<file path="config.mk">
export PLATFORM = sky130hd
export DESIGN_NAME = sgi_rle_scanline_decoder_top_flat
export DESIGN_NICKNAME = d
export VERILOG_FILES = /design/src/hw/rtl/srle_pkg.sv /design/src/hw/rtl/srle_if.sv /design/src/hw/rtl/sgi_rle_scanline_decoder_top.sv /design/src/flat_wrapper.sv
export SDC_FILE = /design/constraint.sdc
export NUM_CORES = 1
export LEC_CHECK = 0
export BUFFER_PORTS_ARGS = -buffer_cell sky130_fd_sc_hd__buf_2
export CORE_AREA = 2 2 88 132
export DETAILED_ROUTE_END_ITERATION = 10
export DIE_AREA = 0 0 90 134
export PLACE_DENSITY = 0.74
export SYNTH_ARGS = -nofsm -noshare
export SYNTH_HDL_FRONTEND = slang
export SYNTH_SLANG_ARGS = --single-unit
</file>
<file path="constraint.sdc">
create_clock -name clk -period 10.4 [get_ports clk]
set_input_delay 0 -clock clk [delete_from_list [all_inputs] [get_ports clk]]
set_output_delay 0 -clock clk [all_outputs]
set_load 0.005 [all_outputs]
</file>
<file path="src/hw/rtl/srle_pkg.sv">
`timescale 1ns / 1ps
`default_nettype none
// ----------------------------------------------------------------------------
// SGI RLE scanline decoder package
// Shared types, widths and codes for the 8-bit run-length scanline decoder.
// ----------------------------------------------------------------------------
package srle_pkg;

  // Field widths.
  localparam int unsigned DATA_W   = 8;
  localparam int unsigned COUNT_W  = 7;
  localparam int unsigned WIDTH_W  = 16;
  localparam int unsigned COL_W    = 17;

  localparam logic [COL_W-1:0]   COL_MAX  = 17'h1FFFF;
  localparam logic [WIDTH_W-1:0] COL_OUT_MAX = 16'hFFFF;
  localparam logic [WIDTH_W-1:0] WIDTH_RESET = 16'd1;
  localparam logic [DATA_W-1:0]  STOP_CODE = 8'h00;

  typedef logic [DATA_W-1:0]  byte_t;
  typedef logic [COUNT_W-1:0] count_t;
  typedef logic [WIDTH_W-1:0] width_t;
  typedef logic [COL_W-1:0]   col_t;

  // Line status codes reported on the closing beat.
  typedef enum logic [1:0] {
    STAT_OK        = 2'd0,
    STAT_SHORT     = 2'd1,
    STAT_OVERFLOW  = 2'd2,
    STAT_TRUNCATED = 2'd3
  } line_status_t;

  // Decoder mode, one-hot.
  typedef enum logic [2:0] {
    MODE_CTRL = 3'b001,
    MODE_RUN  = 3'b010,
    MODE_LIT  = 3'b100
  } mode_t;

endpackage : srle_pkg
`default_nettype wire

</file>
<file path="src/hw/rtl/srle_if.sv">
`timescale 1ns / 1ps
`default_nettype none
// ----------------------------------------------------------------------------
// SGI RLE channel interfaces
// Valid/ready channels for compressed input, decoded results and config.
// ----------------------------------------------------------------------------

// Compressed byte channel.
interface srle_in_if;
  logic                  valid;
  logic                  ready;
  srle_pkg::byte_t       data_byte;
  logic                  line_end;

  modport source (output valid, output data_byte, output line_end, input ready);
  modport sink   (input valid, input data_byte, input line_end, output ready);
endinterface : srle_in_if

// Decoded result channel.
interface srle_out_if;
  logic                  valid;
  logic                  ready;
  srle_pkg::byte_t       pixel_value;
  srle_pkg::width_t      start_column;
  srle_pkg::count_t      run_length;
  logic                  line_done;
  srle_pkg::line_status_t line_status;

  modport source (output valid, output pixel_value, output start_column,
                  output run_length, output line_done, output line_status,
                  input ready);
  modport sink   (input valid, input pixel_value, input start_column,
                  input run_length, input line_done, input line_status,
                  output ready);
endinterface : srle_out_if

// Configuration write channel for the line width register.
interface srle_cfg_if;
  logic                  valid;
  logic                  ready;
  srle_pkg::width_t      data;

  modport source (output valid, output data, input ready);
  modport sink   (input valid, input data, output ready);
endinterface : srle_cfg_if
`default_nettype wire

</file>
<file path="src/hw/rtl/sgi_rle_scanline_decoder_top.sv">
`timescale 1ns / 1ps
`default_nettype none
// Output: a result beat is registered, appearing in the cycle after the input
// beat that causes it. Throughput: one input beat per cycle unless the result
// register is stalled; decode state and column add/clip logic are combinational,
// and the result register refills in the same cycle that its beat is taken.
// Reset: synchronous active-low rst_n clears the decode state and the result
// valid flag and sets the line width to 1; no clearing pass is needed.
// ----------------------------------------------------------------------------
// SGI RLE scanline decoder top level
// Decodes 8-bit SGI run-length bytes into run-form results with line status.
// ----------------------------------------------------------------------------
module sgi_rle_scanline_decoder_top (
  input  wire logic   clk,
  input  wire logic   rst_n,
  srle_in_if.sink     in_bus,
  srle_out_if.source  out_bus,
  srle_cfg_if.sink    cfg_bus
);
  import srle_pkg::*;

  // Decode state.
  mode_t  mode_r, mode_nxt, mode_u;
  count_t remain_r, remain_nxt, remain_u;
  col_t   col_r, col_nxt, col_u;
  logic   ovf_r, ovf_nxt, ovf_u;
  logic   stop_r, stop_nxt, stop_u;
  width_t width_r;

  // Result register.
  logic         out_valid_r;
  byte_t        out_val_r;
  width_t       out_col_r;
  count_t       out_len_r;
  logic         out_done_r;
  line_status_t out_stat_r;

  // Datapath signals.
  logic         in_fire;
  logic         in_ready;
  count_t       cov_n;
  col_t         width_ext;
  col_t         room;
  logic         room_gt;
  count_t       vis;
  logic [COL_W:0] col_sum;
  col_t         col_adv;
  width_t       col_out;
  logic         emit_px;
  logic         stop_hit;
  logic         res_valid;
  logic         res_done;
  line_status_t status_u;

  assign in_ready     = !out_valid_r || out_bus.ready;
  assign in_bus.ready = in_ready;
  assign in_fire      = in_bus.valid && in_ready;
  assign cfg_bus.ready = 1'b1;

  // Coverage of the pending pixels: visible span and advanced column.
  assign cov_n     = (mode_r == MODE_RUN) ? remain_r : count_t'(1);
  assign width_ext = {1'b0, width_r};
  assign room_gt   = width_ext > col_r;
  assign room      = width_ext - col_r;
  assign vis       = !room_gt ? '0 :
                     ((col_t'(cov_n) < room) ? cov_n : room[COUNT_W-1:0]);
  assign col_sum   = {1'b0, col_r} + (COL_W+1)'(cov_n);
  assign col_adv   = col_sum[COL_W] ? COL_MAX : col_sum[COL_W-1:0];
  assign col_out   = col_r[COL_W-1] ? COL_OUT_MAX : col_r[WIDTH_W-1:0];

  // Decode one byte and update the line state.
  always_comb begin
    mode_u   = mode_r;
    remain_u = remain_r;
    col_u    = col_r;
    ovf_u    = ovf_r;
    stop_u   = stop_r;
    emit_px  = 1'b0;
    stop_hit = 1'b0;
    if (!stop_r) begin
      case (mode_r)
        MODE_CTRL: begin
          if (in_bus.data_byte == STOP_CODE) begin
            stop_hit = 1'b1;
            stop_u   = 1'b1;
          end else if (in_bus.data_byte[COUNT_W-1:0] != '0) begin
            remain_u = in_bus.data_byte[COUNT_W-1:0];
            mode_u   = in_bus.data_byte[DATA_W-1] ? MODE_LIT : MODE_RUN;
          end
        end
        MODE_RUN: begin
          emit_px  = 1'b1;
          ovf_u    = ovf_r || (vis < cov_n);
          col_u    = col_adv;
          remain_u = '0;
          mode_u   = MODE_CTRL;
        end
        default: begin
          emit_px  = 1'b1;
          ovf_u    = ovf_r || (vis < cov_n);
          col_u    = col_adv;
          remain_u = remain_r - count_t'(1);
          mode_u   = (remain_r == count_t'(1)) ? MODE_CTRL : MODE_LIT;
        end
      endcase
    end
  end

  // Line status from the updated state, truncated first.
  always_comb begin
    if (mode_u != MODE_CTRL) begin
      status_u = STAT_TRUNCATED;
    end else if (ovf_u) begin
      status_u = STAT_OVERFLOW;
    end else if (col_u < width_ext) begin
      status_u = STAT_SHORT;
    end else begin
      status_u = STAT_OK;
    end
  end

  assign res_done  = stop_hit || in_bus.line_end;
  assign res_valid = !stop_r && (emit_px || res_done);

  // A flagged last byte starts a fresh line.
  always_comb begin
    if (in_bus.line_end) begin
      mode_nxt   = MODE_CTRL;
      remain_nxt = '0;
      col_nxt    = '0;
      ovf_nxt    = 1'b0;
      stop_nxt   = 1'b0;
    end else begin
      mode_nxt   = mode_u;
      remain_nxt = remain_u;
      col_nxt    = col_u;
      ovf_nxt    = ovf_u;
      stop_nxt   = stop_u;
    end
  end

  // State and configuration registers.
  always_ff @(posedge clk) begin
    if (!rst_n) begin
      mode_r   <= MODE_CTRL;
      remain_r <= '0;
      col_r    <= '0;
      ovf_r    <= 1'b0;
      stop_r   <= 1'b0;
      width_r  <= WIDTH_RESET;
    end else begin
      if (in_fire) begin
        mode_r   <= mode_nxt;
        remain_r <= remain_nxt;
        col_r    <= col_nxt;
        ovf_r    <= ovf_nxt;
        stop_r   <= stop_nxt;
      end
      if (cfg_bus.valid) begin
        width_r <= cfg_bus.data;
      end
    end
  end

  // Result register valid flag.
  always_ff @(posedge clk) begin
    if (!rst_n) begin
      out_valid_r <= 1'b0;
    end else if (in_ready) begin
      out_valid_r <= in_fire && res_valid;
    end
  end

  // Result payload.
  always_ff @(posedge clk) begin
    if (in_fire && res_valid) begin
      out_val_r  <= emit_px ? in_bus.data_byte : '0;
      out_col_r  <= col_out;
      out_len_r  <= emit_px ? vis : '0;
      out_done_r <= res_done;
      out_stat_r <= res_done ? status_u : STAT_OK;
    end
  end

  assign out_bus.valid        = out_valid_r;
  assign out_bus.pixel_value  = out_val_r;
  assign out_bus.start_column = out_col_r;
  assign out_bus.run_length   = out_len_r;
  assign out_bus.line_done    = out_done_r;
  assign out_bus.line_status  = out_stat_r;

endmodule : sgi_rle_scanline_decoder_top
`default_nettype wire

</file>
<file path="src/flat_wrapper.sv">
// flat-port wrapper written by rule: the top's interface ports become plain ports
module sgi_rle_scanline_decoder_top_flat import srle_pkg::*;
  (clk, rst_n, in_bus_valid, in_bus_data_byte, in_bus_line_end, in_bus_ready, out_bus_valid, out_bus_pixel_value, out_bus_start_column, out_bus_run_length, out_bus_line_done, out_bus_line_status, out_bus_ready, cfg_bus_valid, cfg_bus_data, cfg_bus_ready);
  srle_in_if in_bus_i ();
  srle_out_if out_bus_i ();
  srle_cfg_if cfg_bus_i ();
  input  wire logic clk;
  input  wire logic rst_n;
  input wire logic [$bits(in_bus_i.valid)-1:0] in_bus_valid;
  input wire logic [$bits(in_bus_i.data_byte)-1:0] in_bus_data_byte;
  input wire logic [$bits(in_bus_i.line_end)-1:0] in_bus_line_end;
  output wire logic [$bits(in_bus_i.ready)-1:0] in_bus_ready;
  output wire logic [$bits(out_bus_i.valid)-1:0] out_bus_valid;
  output wire logic [$bits(out_bus_i.pixel_value)-1:0] out_bus_pixel_value;
  output wire logic [$bits(out_bus_i.start_column)-1:0] out_bus_start_column;
  output wire logic [$bits(out_bus_i.run_length)-1:0] out_bus_run_length;
  output wire logic [$bits(out_bus_i.line_done)-1:0] out_bus_line_done;
  output wire logic [$bits(out_bus_i.line_status)-1:0] out_bus_line_status;
  input wire logic [$bits(out_bus_i.ready)-1:0] out_bus_ready;
  input wire logic [$bits(cfg_bus_i.valid)-1:0] cfg_bus_valid;
  input wire logic [$bits(cfg_bus_i.data)-1:0] cfg_bus_data;
  output wire logic [$bits(cfg_bus_i.ready)-1:0] cfg_bus_ready;
  assign in_bus_i.valid = in_bus_valid;
  assign in_bus_i.data_byte = in_bus_data_byte;
  assign in_bus_i.line_end = in_bus_line_end;
  assign in_bus_ready = in_bus_i.ready;
  assign out_bus_valid = out_bus_i.valid;
  assign out_bus_pixel_value = out_bus_i.pixel_value;
  assign out_bus_start_column = out_bus_i.start_column;
  assign out_bus_run_length = out_bus_i.run_length;
  assign out_bus_line_done = out_bus_i.line_done;
  assign out_bus_line_status = out_bus_i.line_status;
  assign out_bus_i.ready = out_bus_ready;
  assign cfg_bus_i.valid = cfg_bus_valid;
  assign cfg_bus_i.data = cfg_bus_data;
  assign cfg_bus_ready = cfg_bus_i.ready;
  sgi_rle_scanline_decoder_top u_core (.clk(clk), .rst_n(rst_n), .in_bus(in_bus_i), .out_bus(out_bus_i), .cfg_bus(cfg_bus_i));
endmodule
</file>
==> results of run 1 <==
[where the power goes]
| group | internal (mW) | leakage (nW) | switching (mW) |
|---|---|---|---|
| sequential | 0.346 | 0.708 | 0.0110 |
| combinational | 0.0850 | 2.03 | 0.119 |
| clock | 0.163 | 0.127 | 0.136 |
[worst paths after layout]
| check | to | cells past startpoint | startpoint |
|---|---|---|---|
| hold reg to reg | u_core.ovf_r | 2 | u_core.ovf_r |
| hold / removal | u_core.out_bus.valid | 3 | out_bus_ready |
| setup / recovery | u_core.out_bus.line_status[0] | 19 | u_core.mode_r[1] |
| setup reg to reg | u_core.out_bus.line_status[0] | 19 | u_core.mode_r[1] |
[cell usage in the layout, fill, tap and decap left out, drive strengths merged, types with 6 or more instances in the layout]
cell type	netlist	routed
nor2b	34	34
inv	52	55
edfxtp	34	34
buf	7	70
ha	52	52
o211ai	11	11
xor2	6	6
dlygate4sd3	0	24
a21oi	35	35
mux2i	16	16
nand3	22	22
nand4	9	9
mux2	8	8
o21ai	40	40
nor2	52	52
clkbuf	22	9
nor3b	6	6
xnor2	9	9
a22oi	13	13
dfxtp	46	46
a31oi	11	11
or2	19	19
a21o	11	11
a211oi	9	9
o21a	8	8
nand2	46	46
nor3	19	19
a21boi	7	7
and2	14	14
[per-stage QoR]
step                total power [mW]  utilization
global route                   0.897        0.624
finish                         0.861        0.624
floorplan                      0.502            -
detailed placement             0.558        0.576
global placement               0.555        0.576
CTS                            0.864        0.624
[critical path, delay by kind of cell (launching register included)]
family | cells | cell delay [ps]
and+or+nand+nor | 7 | 2230
AOI/OAI and AO/OA | 8 | 2390
buffers and inverters | 1 | 160
muxes | 1 | 410
DFF | 1 | 380
adders and majority gates | 2 | 430
[sequential cells by signal, summed over array words and instances (netlist names)]
| signal | count |
|---|---|
| u_core.out_bus.pixel_value | 8 |
| u_core.out_bus.valid | 1 |
| u_core.out_bus.line_done | 1 |
| u_core.out_bus.run_length | 7 |
| u_core.col_r | 17 |
| u_core.mode_r | 3 |
| u_core.out_bus.line_status | 2 |
| u_core.stop_r | 1 |
| u_core.width_r | 16 |
| u_core.out_bus.start_column | 16 |
| u_core.remain_r | 7 |
| u_core.ovf_r | 1 |
[cells by family after synthesis]
logic type / count (synthesis) / synth area share
simple gates: 249 / 0.224
compound gates: 181 / 0.206
buf+inv: 81 / 0.0562
flops: 80 / 0.330
fa+ha+maj: 54 / 0.117
mux: 24 / 0.0426
xor+xnor: 15 / 0.0224
other cells: 1 / 0.000638
[cell type report]
| class | count | area [sq um] | share of cell area |
|---|---|---|---|
| clock buffer | 9 | 225 | 0.0330 |
| multi-input combinational | 524 | 3620 | 0.531 |
| inverter | 52 | 195 | 0.0286 |
| timing repair buffer | 94 | 603 | 0.0884 |
| tap | 147 | 184 | 0.0270 |
| clock inverter | 7 | 52.6 | 0.00770 |
| sequential | 80 | 1940 | 0.285 |
[cells in the mapped netlist (4+ instances only)]
master    number  share of area
a211oi_1       8          0.010
dfxtp_1       46           0.16
mux2i_1       16          0.027
o211ai_1      11          0.014
inv_1         52          0.033
or3_1          4         0.0043
nor2_1        52          0.033
a21oi_1       35          0.030
a21boi_0       6         0.0077
nor3b_1        6         0.0077
nand2b_1       5         0.0053
or2_2         18          0.019
a31oi_1       11          0.012
a22oi_1       13          0.017
mux2_2         8          0.015
nand3_1       22          0.019
o21a_1         8          0.010
o21ai_0       39          0.033
a211o_1        4         0.0060
nand2_1       46          0.029
and2_1        13          0.014
clkbuf_1      22          0.014
a21o_1        11          0.014
xnor2_1        9          0.013
nor2b_1       34          0.036
nor3_1        17          0.014
and3_1         5         0.0053
edfxtp_1      34           0.17
o21bai_1       4         0.0051
nand4_1        9         0.0096
ha_1          52           0.11
xor2_1         6         0.0089
[what timing repair did]
item                                   CTS  global route
setup endpoints to repair                0             0
hold buffers                            24             0
endpoints found under the hold margin   28             0
[routing by layer]
metal / wire length (um) / GRT usage / up-vias
met5: 0 / 0 / -
met3: 547 / 0.0326 / 50
li1: - / - / 2631
met2: 8370 / 0.495 / 154
met1: 6240 / 0.287 / 2551
met4: 883 / 0.160 / 0
==> impl_metrics.toml, run 1 <==
[yosys]
ys_ff_latch = 80
most_used_dff_post_synth = "dfxtp_1"
netlist-cell-type-count = 67
avg_cell_area_syn_sq_um = 8.58
post_synthesis_net_count = 769
synthArstFlopShare = 0
synth.yosys.seq_area_share = 0.330
syn_inst = 685
synth_enable_flop_cells = 34
post_synth_instance_area_sq_um = 5880
ys.warnings.count = 0

[sta]
max_clock_freq_ghz = 0.160
holdWs_ps = 9.53
final.period_utilization = 0.601
setup_violations = 0
worst_clock_skew_ps = 6.19
rsz0062_at_grt = "false"
layout_setup_ws_ps = 4150
worstMarginPinSlew_ps = 1100
worst_slew_margin_rel = 0.264
final-max-slew-violation-count = 0
tns_ps = 0
number_of_failing_hold_endpoints_at_the_final_stage = 0
layout_min_cycle_time_ps = 6250

[outcome]
status = "finished, final reports clean"

[power_and_ir_drop]
vdd.ir_drop.worst_v = 0.0000805
p_per_area_nw_per_um2 = 126
p_leak_nw = 2.87

[setup_path]
worst_path_largest_cell_delay_ps = 980
worst_setup_path_category = "reg -> reg"
worst_ep_required_time_ps = 10500
critical_path.endpoint_type = "flip-flop"
critPathMaxFanout = 8
cpMaxStageDelayCell = "a2111oi_1"
timing.reg2reg.setup_slack_ps = 4150
critPathLaunchType = "flip-flop"
worst-endpoint-arrival_ps = 6360
worstPathCellList = "nor3b_1, nand2_1, inv_1, ha_1, nand2_1, o211ai_1, a41oi_1, a311oi_1, nand4_1, nor4_4, mux2_2, nor2_1, ha_1, a21o_1, a21o_1, a2111oi_1, nor3_1, a22o_1, a31o_2"

[final_layout]
syn2layout_area_growth_pct = 16.0
fin_cells = 913
post-route-cell-area_sq_um = 6820
final.fill_count = 980
drive_gt1_frac = 0.162
finalNetCount = 845
n_antenna_cell = 0

[floorplanning]
design.core.area_sq_um = 10900
boundaryPins = 67
start_util = 0.537
dieHeight_um = 134
core.rowCount = 47
die_area_sq_um = 12100
floorplan.die.width_um = 90

[clock_network]
postCtsSetupBuffers = 0
cts-buffers-inserted = 9
tritoncts = "done"
worst_skew_pair.late_latency_ps = 340
cts.root.buffer_cell = "clkbuf_16"
cts-resized-gates = 0
cts.htree.levels = 3
clk_transition_reported_paths_ps = 60
cts.path.max_buffers = 2
cts_num_sinks = 80

[drt]
routed_wire_length_per_instance_um = 17.6
drt-vias-per-instance = 5.90
route.antenna.remaining_nets = 0
detailedRoute.firstPassIterationCount = 5
detailroute.via_count = 5386
detailedRoute.firstIterationViolations = 315
postRouteWirelength_mm = 16.0
post-route-drc-count = 0

[place]
post_dp_cell_area_sq_um = 6300
dp.final_hpwl_mm = 12.3
finalWeightedCongestion = 0.980
pre_cts_ws_ps = 4210
placedCellCount = 873
io_buffer_count = 65

[grt]
grt_pass1_vias = 5244
grt_pass1_wl_mm = 25.7
antenna_found_initial = 0
gr-usage-all-layers = 0.266
grt_start_max_net_pins = 39
grt_overflow_total = 0

[flow_run]
drv_cap = 0

[min_path]
hold_class = "in -> reg"
(Power assumes the default switching activity.)
==> run 2: changes to the inputs <==
- CORE_AREA: 2 2 88 132 -> 2 2 89 133
- DIE_AREA: 0 0 90 134 -> 0 0 91 135
- PLACE_DENSITY: 0.74 -> 0.76
- clock period: 10.4 -> 5 ns (I/O delays scaled with it)
==> run 2 against run 1 <==
  * Global-route usage grew 1.3 points
  * Critical endpoint unchanged
  * Via count grew 5.5%
  * Highest routed layer unchanged
  * Largest cell class unchanged
  * First-iteration DRC count up 18%
  * Clock skew up 0.94 ps
  * Combinational power increased by 150%
  * Routed wire length is 7.9% higher
  * Cell count up 5.0%
  * Non-clock buffer count increased by 46
  * Worst setup slack worse by 4100 ps
  * Power up 120%
==> impl_metrics.toml, run 2 (same netlist as run 1, synthesis figures left out) <==
[grt]
gr-usage-all-layers = 0.279
grt_start_max_net_pins = 39
grt_pass1_vias = 5551
grt_pass1_wl_mm = 27.2
grt_overflow_total = 0
antenna_found_initial = 0

[drt]
detailroute.via_count = 5683
detailedRoute.firstIterationViolations = 373
routed_wire_length_per_instance_um = 18.0
route.antenna.remaining_nets = 0
drt-vias-per-instance = 5.93
post-route-drc-count = 0
detailedRoute.firstPassIterationCount = 5
postRouteWirelength_mm = 17.3

[setup_path]
worst-endpoint-arrival_ps = 5190
worst_path_largest_cell_delay_ps = 700
r2r-start = "u_core.mode_r[0]"
critPathLaunchType = "flip-flop"
r2r_end = "u_core.out_bus.line_status[0]"
critical_path.most_common_cell = "o21ai_0"
critical_path.endpoint_type = "flip-flop"
worst-path-buf-inv = 2
worst_setup_path_category = "reg -> reg"
path_depth = 19
critical-path-top-delay-family = "simple AND/OR/NAND/NOR gates"
cpMaxStageDelayCell = "nor4b_1"
worst_ep_required_time_ps = 5220
critPathMaxFanout = 7
worst-r2r-cell-count = 19
timing.reg2reg.setup_slack_ps = 20
worstPathCellList = "nor4b_1, inv_1, ha_1, inv_1, fa_1, nor2b_1, o21a_1, o21ai_0, a211oi_2, and4_1, o21ai_0, ha_1, o21ai_0, nor3_1, nand4_1, a21oi_1, nor4_1, a22o_1, a31o_2"

[min_path]
timing.hold.worst_path_depth = 3
hold_class = "in -> reg"
timing.hold.worst.start = "out_bus_ready"
min_delay_worst_endpoint = "u_core.out_bus.valid"

[clock_network]
cts.path.max_buffers = 2
tritoncts = "done"
cts_num_sinks = 80
worst_skew_pair.late_latency_ps = 350
cts.root.buffer_cell = "clkbuf_16"
clk_transition_reported_paths_ps = 70
cts.htree.levels = 3
cts-buffers-inserted = 9

[final_layout]
post-route-cell-area_sq_um = 7410
n_antenna_cell = 0
layout_common_cells = "65 x buf_2, 49 x inv_1, 49 x buf_4"
syn2layout_area_growth_pct = 26.0
finalNetCount = 891
largest_register_ffs = 17
final_common_cell = "buf_2"
largest_register_by_flop_count = "u_core.col_r"
drive_gt1_frac = 0.252

[sta]
final.period_utilization = 0.996
layout_setup_ws_ps = 20.4
worst_clock_skew_ps = 7.13
max_clock_freq_ghz = 0.201
setup_violations = 0
final-max-slew-violation-count = 0
worstMarginPinSlew_ps = 943
holdWs_ps = 14.1
tns_ps = 0
rsz0062_at_grt = "true"
number_of_failing_hold_endpoints_at_the_final_stage = 0
worst_slew_margin_rel = 0.369
layout_min_cycle_time_ps = 4980

[outcome]
status = "finished, final reports clean"

[place]
finalWeightedCongestion = 0.944
pre_cts_ws_ps = -130
dp.final_hpwl_mm = 12.7
io_buffer_count = 65
post_dp_cell_area_sq_um = 6540

[floorplanning]
floorplan.die.width_um = 91
start_util = 0.532
design.core.area_sq_um = 11100
core.rowCount = 47
boundaryPins = 67
dieHeight_um = 135
die_area_sq_um = 12300

[power_and_ir_drop]
p_leak_nw = 3.17
p_per_area_nw_per_um2 = 254
vdd.ir_drop.worst_v = 0.000212
p_total_mw = 1.88

[flow_run]
drv_cap = 0
-- run 2: what timing repair did --
action,CTS,global route
hold endpoints to repair,29,0
hold buffers,24,0
buffers inserted,10,4
pin swaps,26,23
endpoints found under the setup margin,1,3
gates resized for setup,25,24
-- run 2: cell type report --
class / instances / area, sq um
Multi-Input combinational cell: 524 / 3830
Clock inverter: 7 / 55.1
Fill cell: 914 / 3650
Sequential cell: 80 / 1950
Clock buffer: 9 / 225
Inverter: 52 / 195
Tap cell: 147 / 184
Timing Repair Buffer: 140 / 965
-- run 2: metal layers --
layer | global-route usage | wire, um
met5 | 0 | 0
met4 | 0.164 | 925
met3 | 0.0407 | 764
met2 | 0.511 | 9120
met1 | 0.302 | 6490
-- run 2: report_power, final --
group / internal [mW] / switching, mW
Clock: 0.343 / 0.296
Sequential: 0.720 / 0.0211
Combinational: 0.224 / 0.277
Total: 1.29 / 0.594
-- run 2: tightest hold or removal path, cell delays in order --
cell and delay [ps]:
buf_2 70, nand2b_1 150, a21boi_0 100
-- run 2: per-stage QoR --
step / std cells / utilization
finish: 959 / 0.670
global route: 959 / 0.670
CTS: 955 / 0.656
detailed placement: 905 / 0.592
global placement: 905 / 0.592
floorplan: 685 / -
-- run 2: how the worst max path moves through the flow --
| stage | to | slack, ps | start |
|---|---|---|---|
| finish | u_core.out_bus.line_status[0] | 20 | u_core.mode_r[0] |
| global route | u_core.out_bus.line_status[0] | -190 | u_core.col_r[1] |
| CTS | u_core.out_bus.line_status[0] | -30 | u_core.width_r[0] |
| detailed placement | u_core.out_bus.line_status[0] | -130 | u_core.width_r[0] |
| global placement | u_core.out_bus.line_status[0] | -50 | u_core.width_r[0] |
| floorplan | u_core.out_bus.line_status[0] | 3 | u_core.col_r[1] |
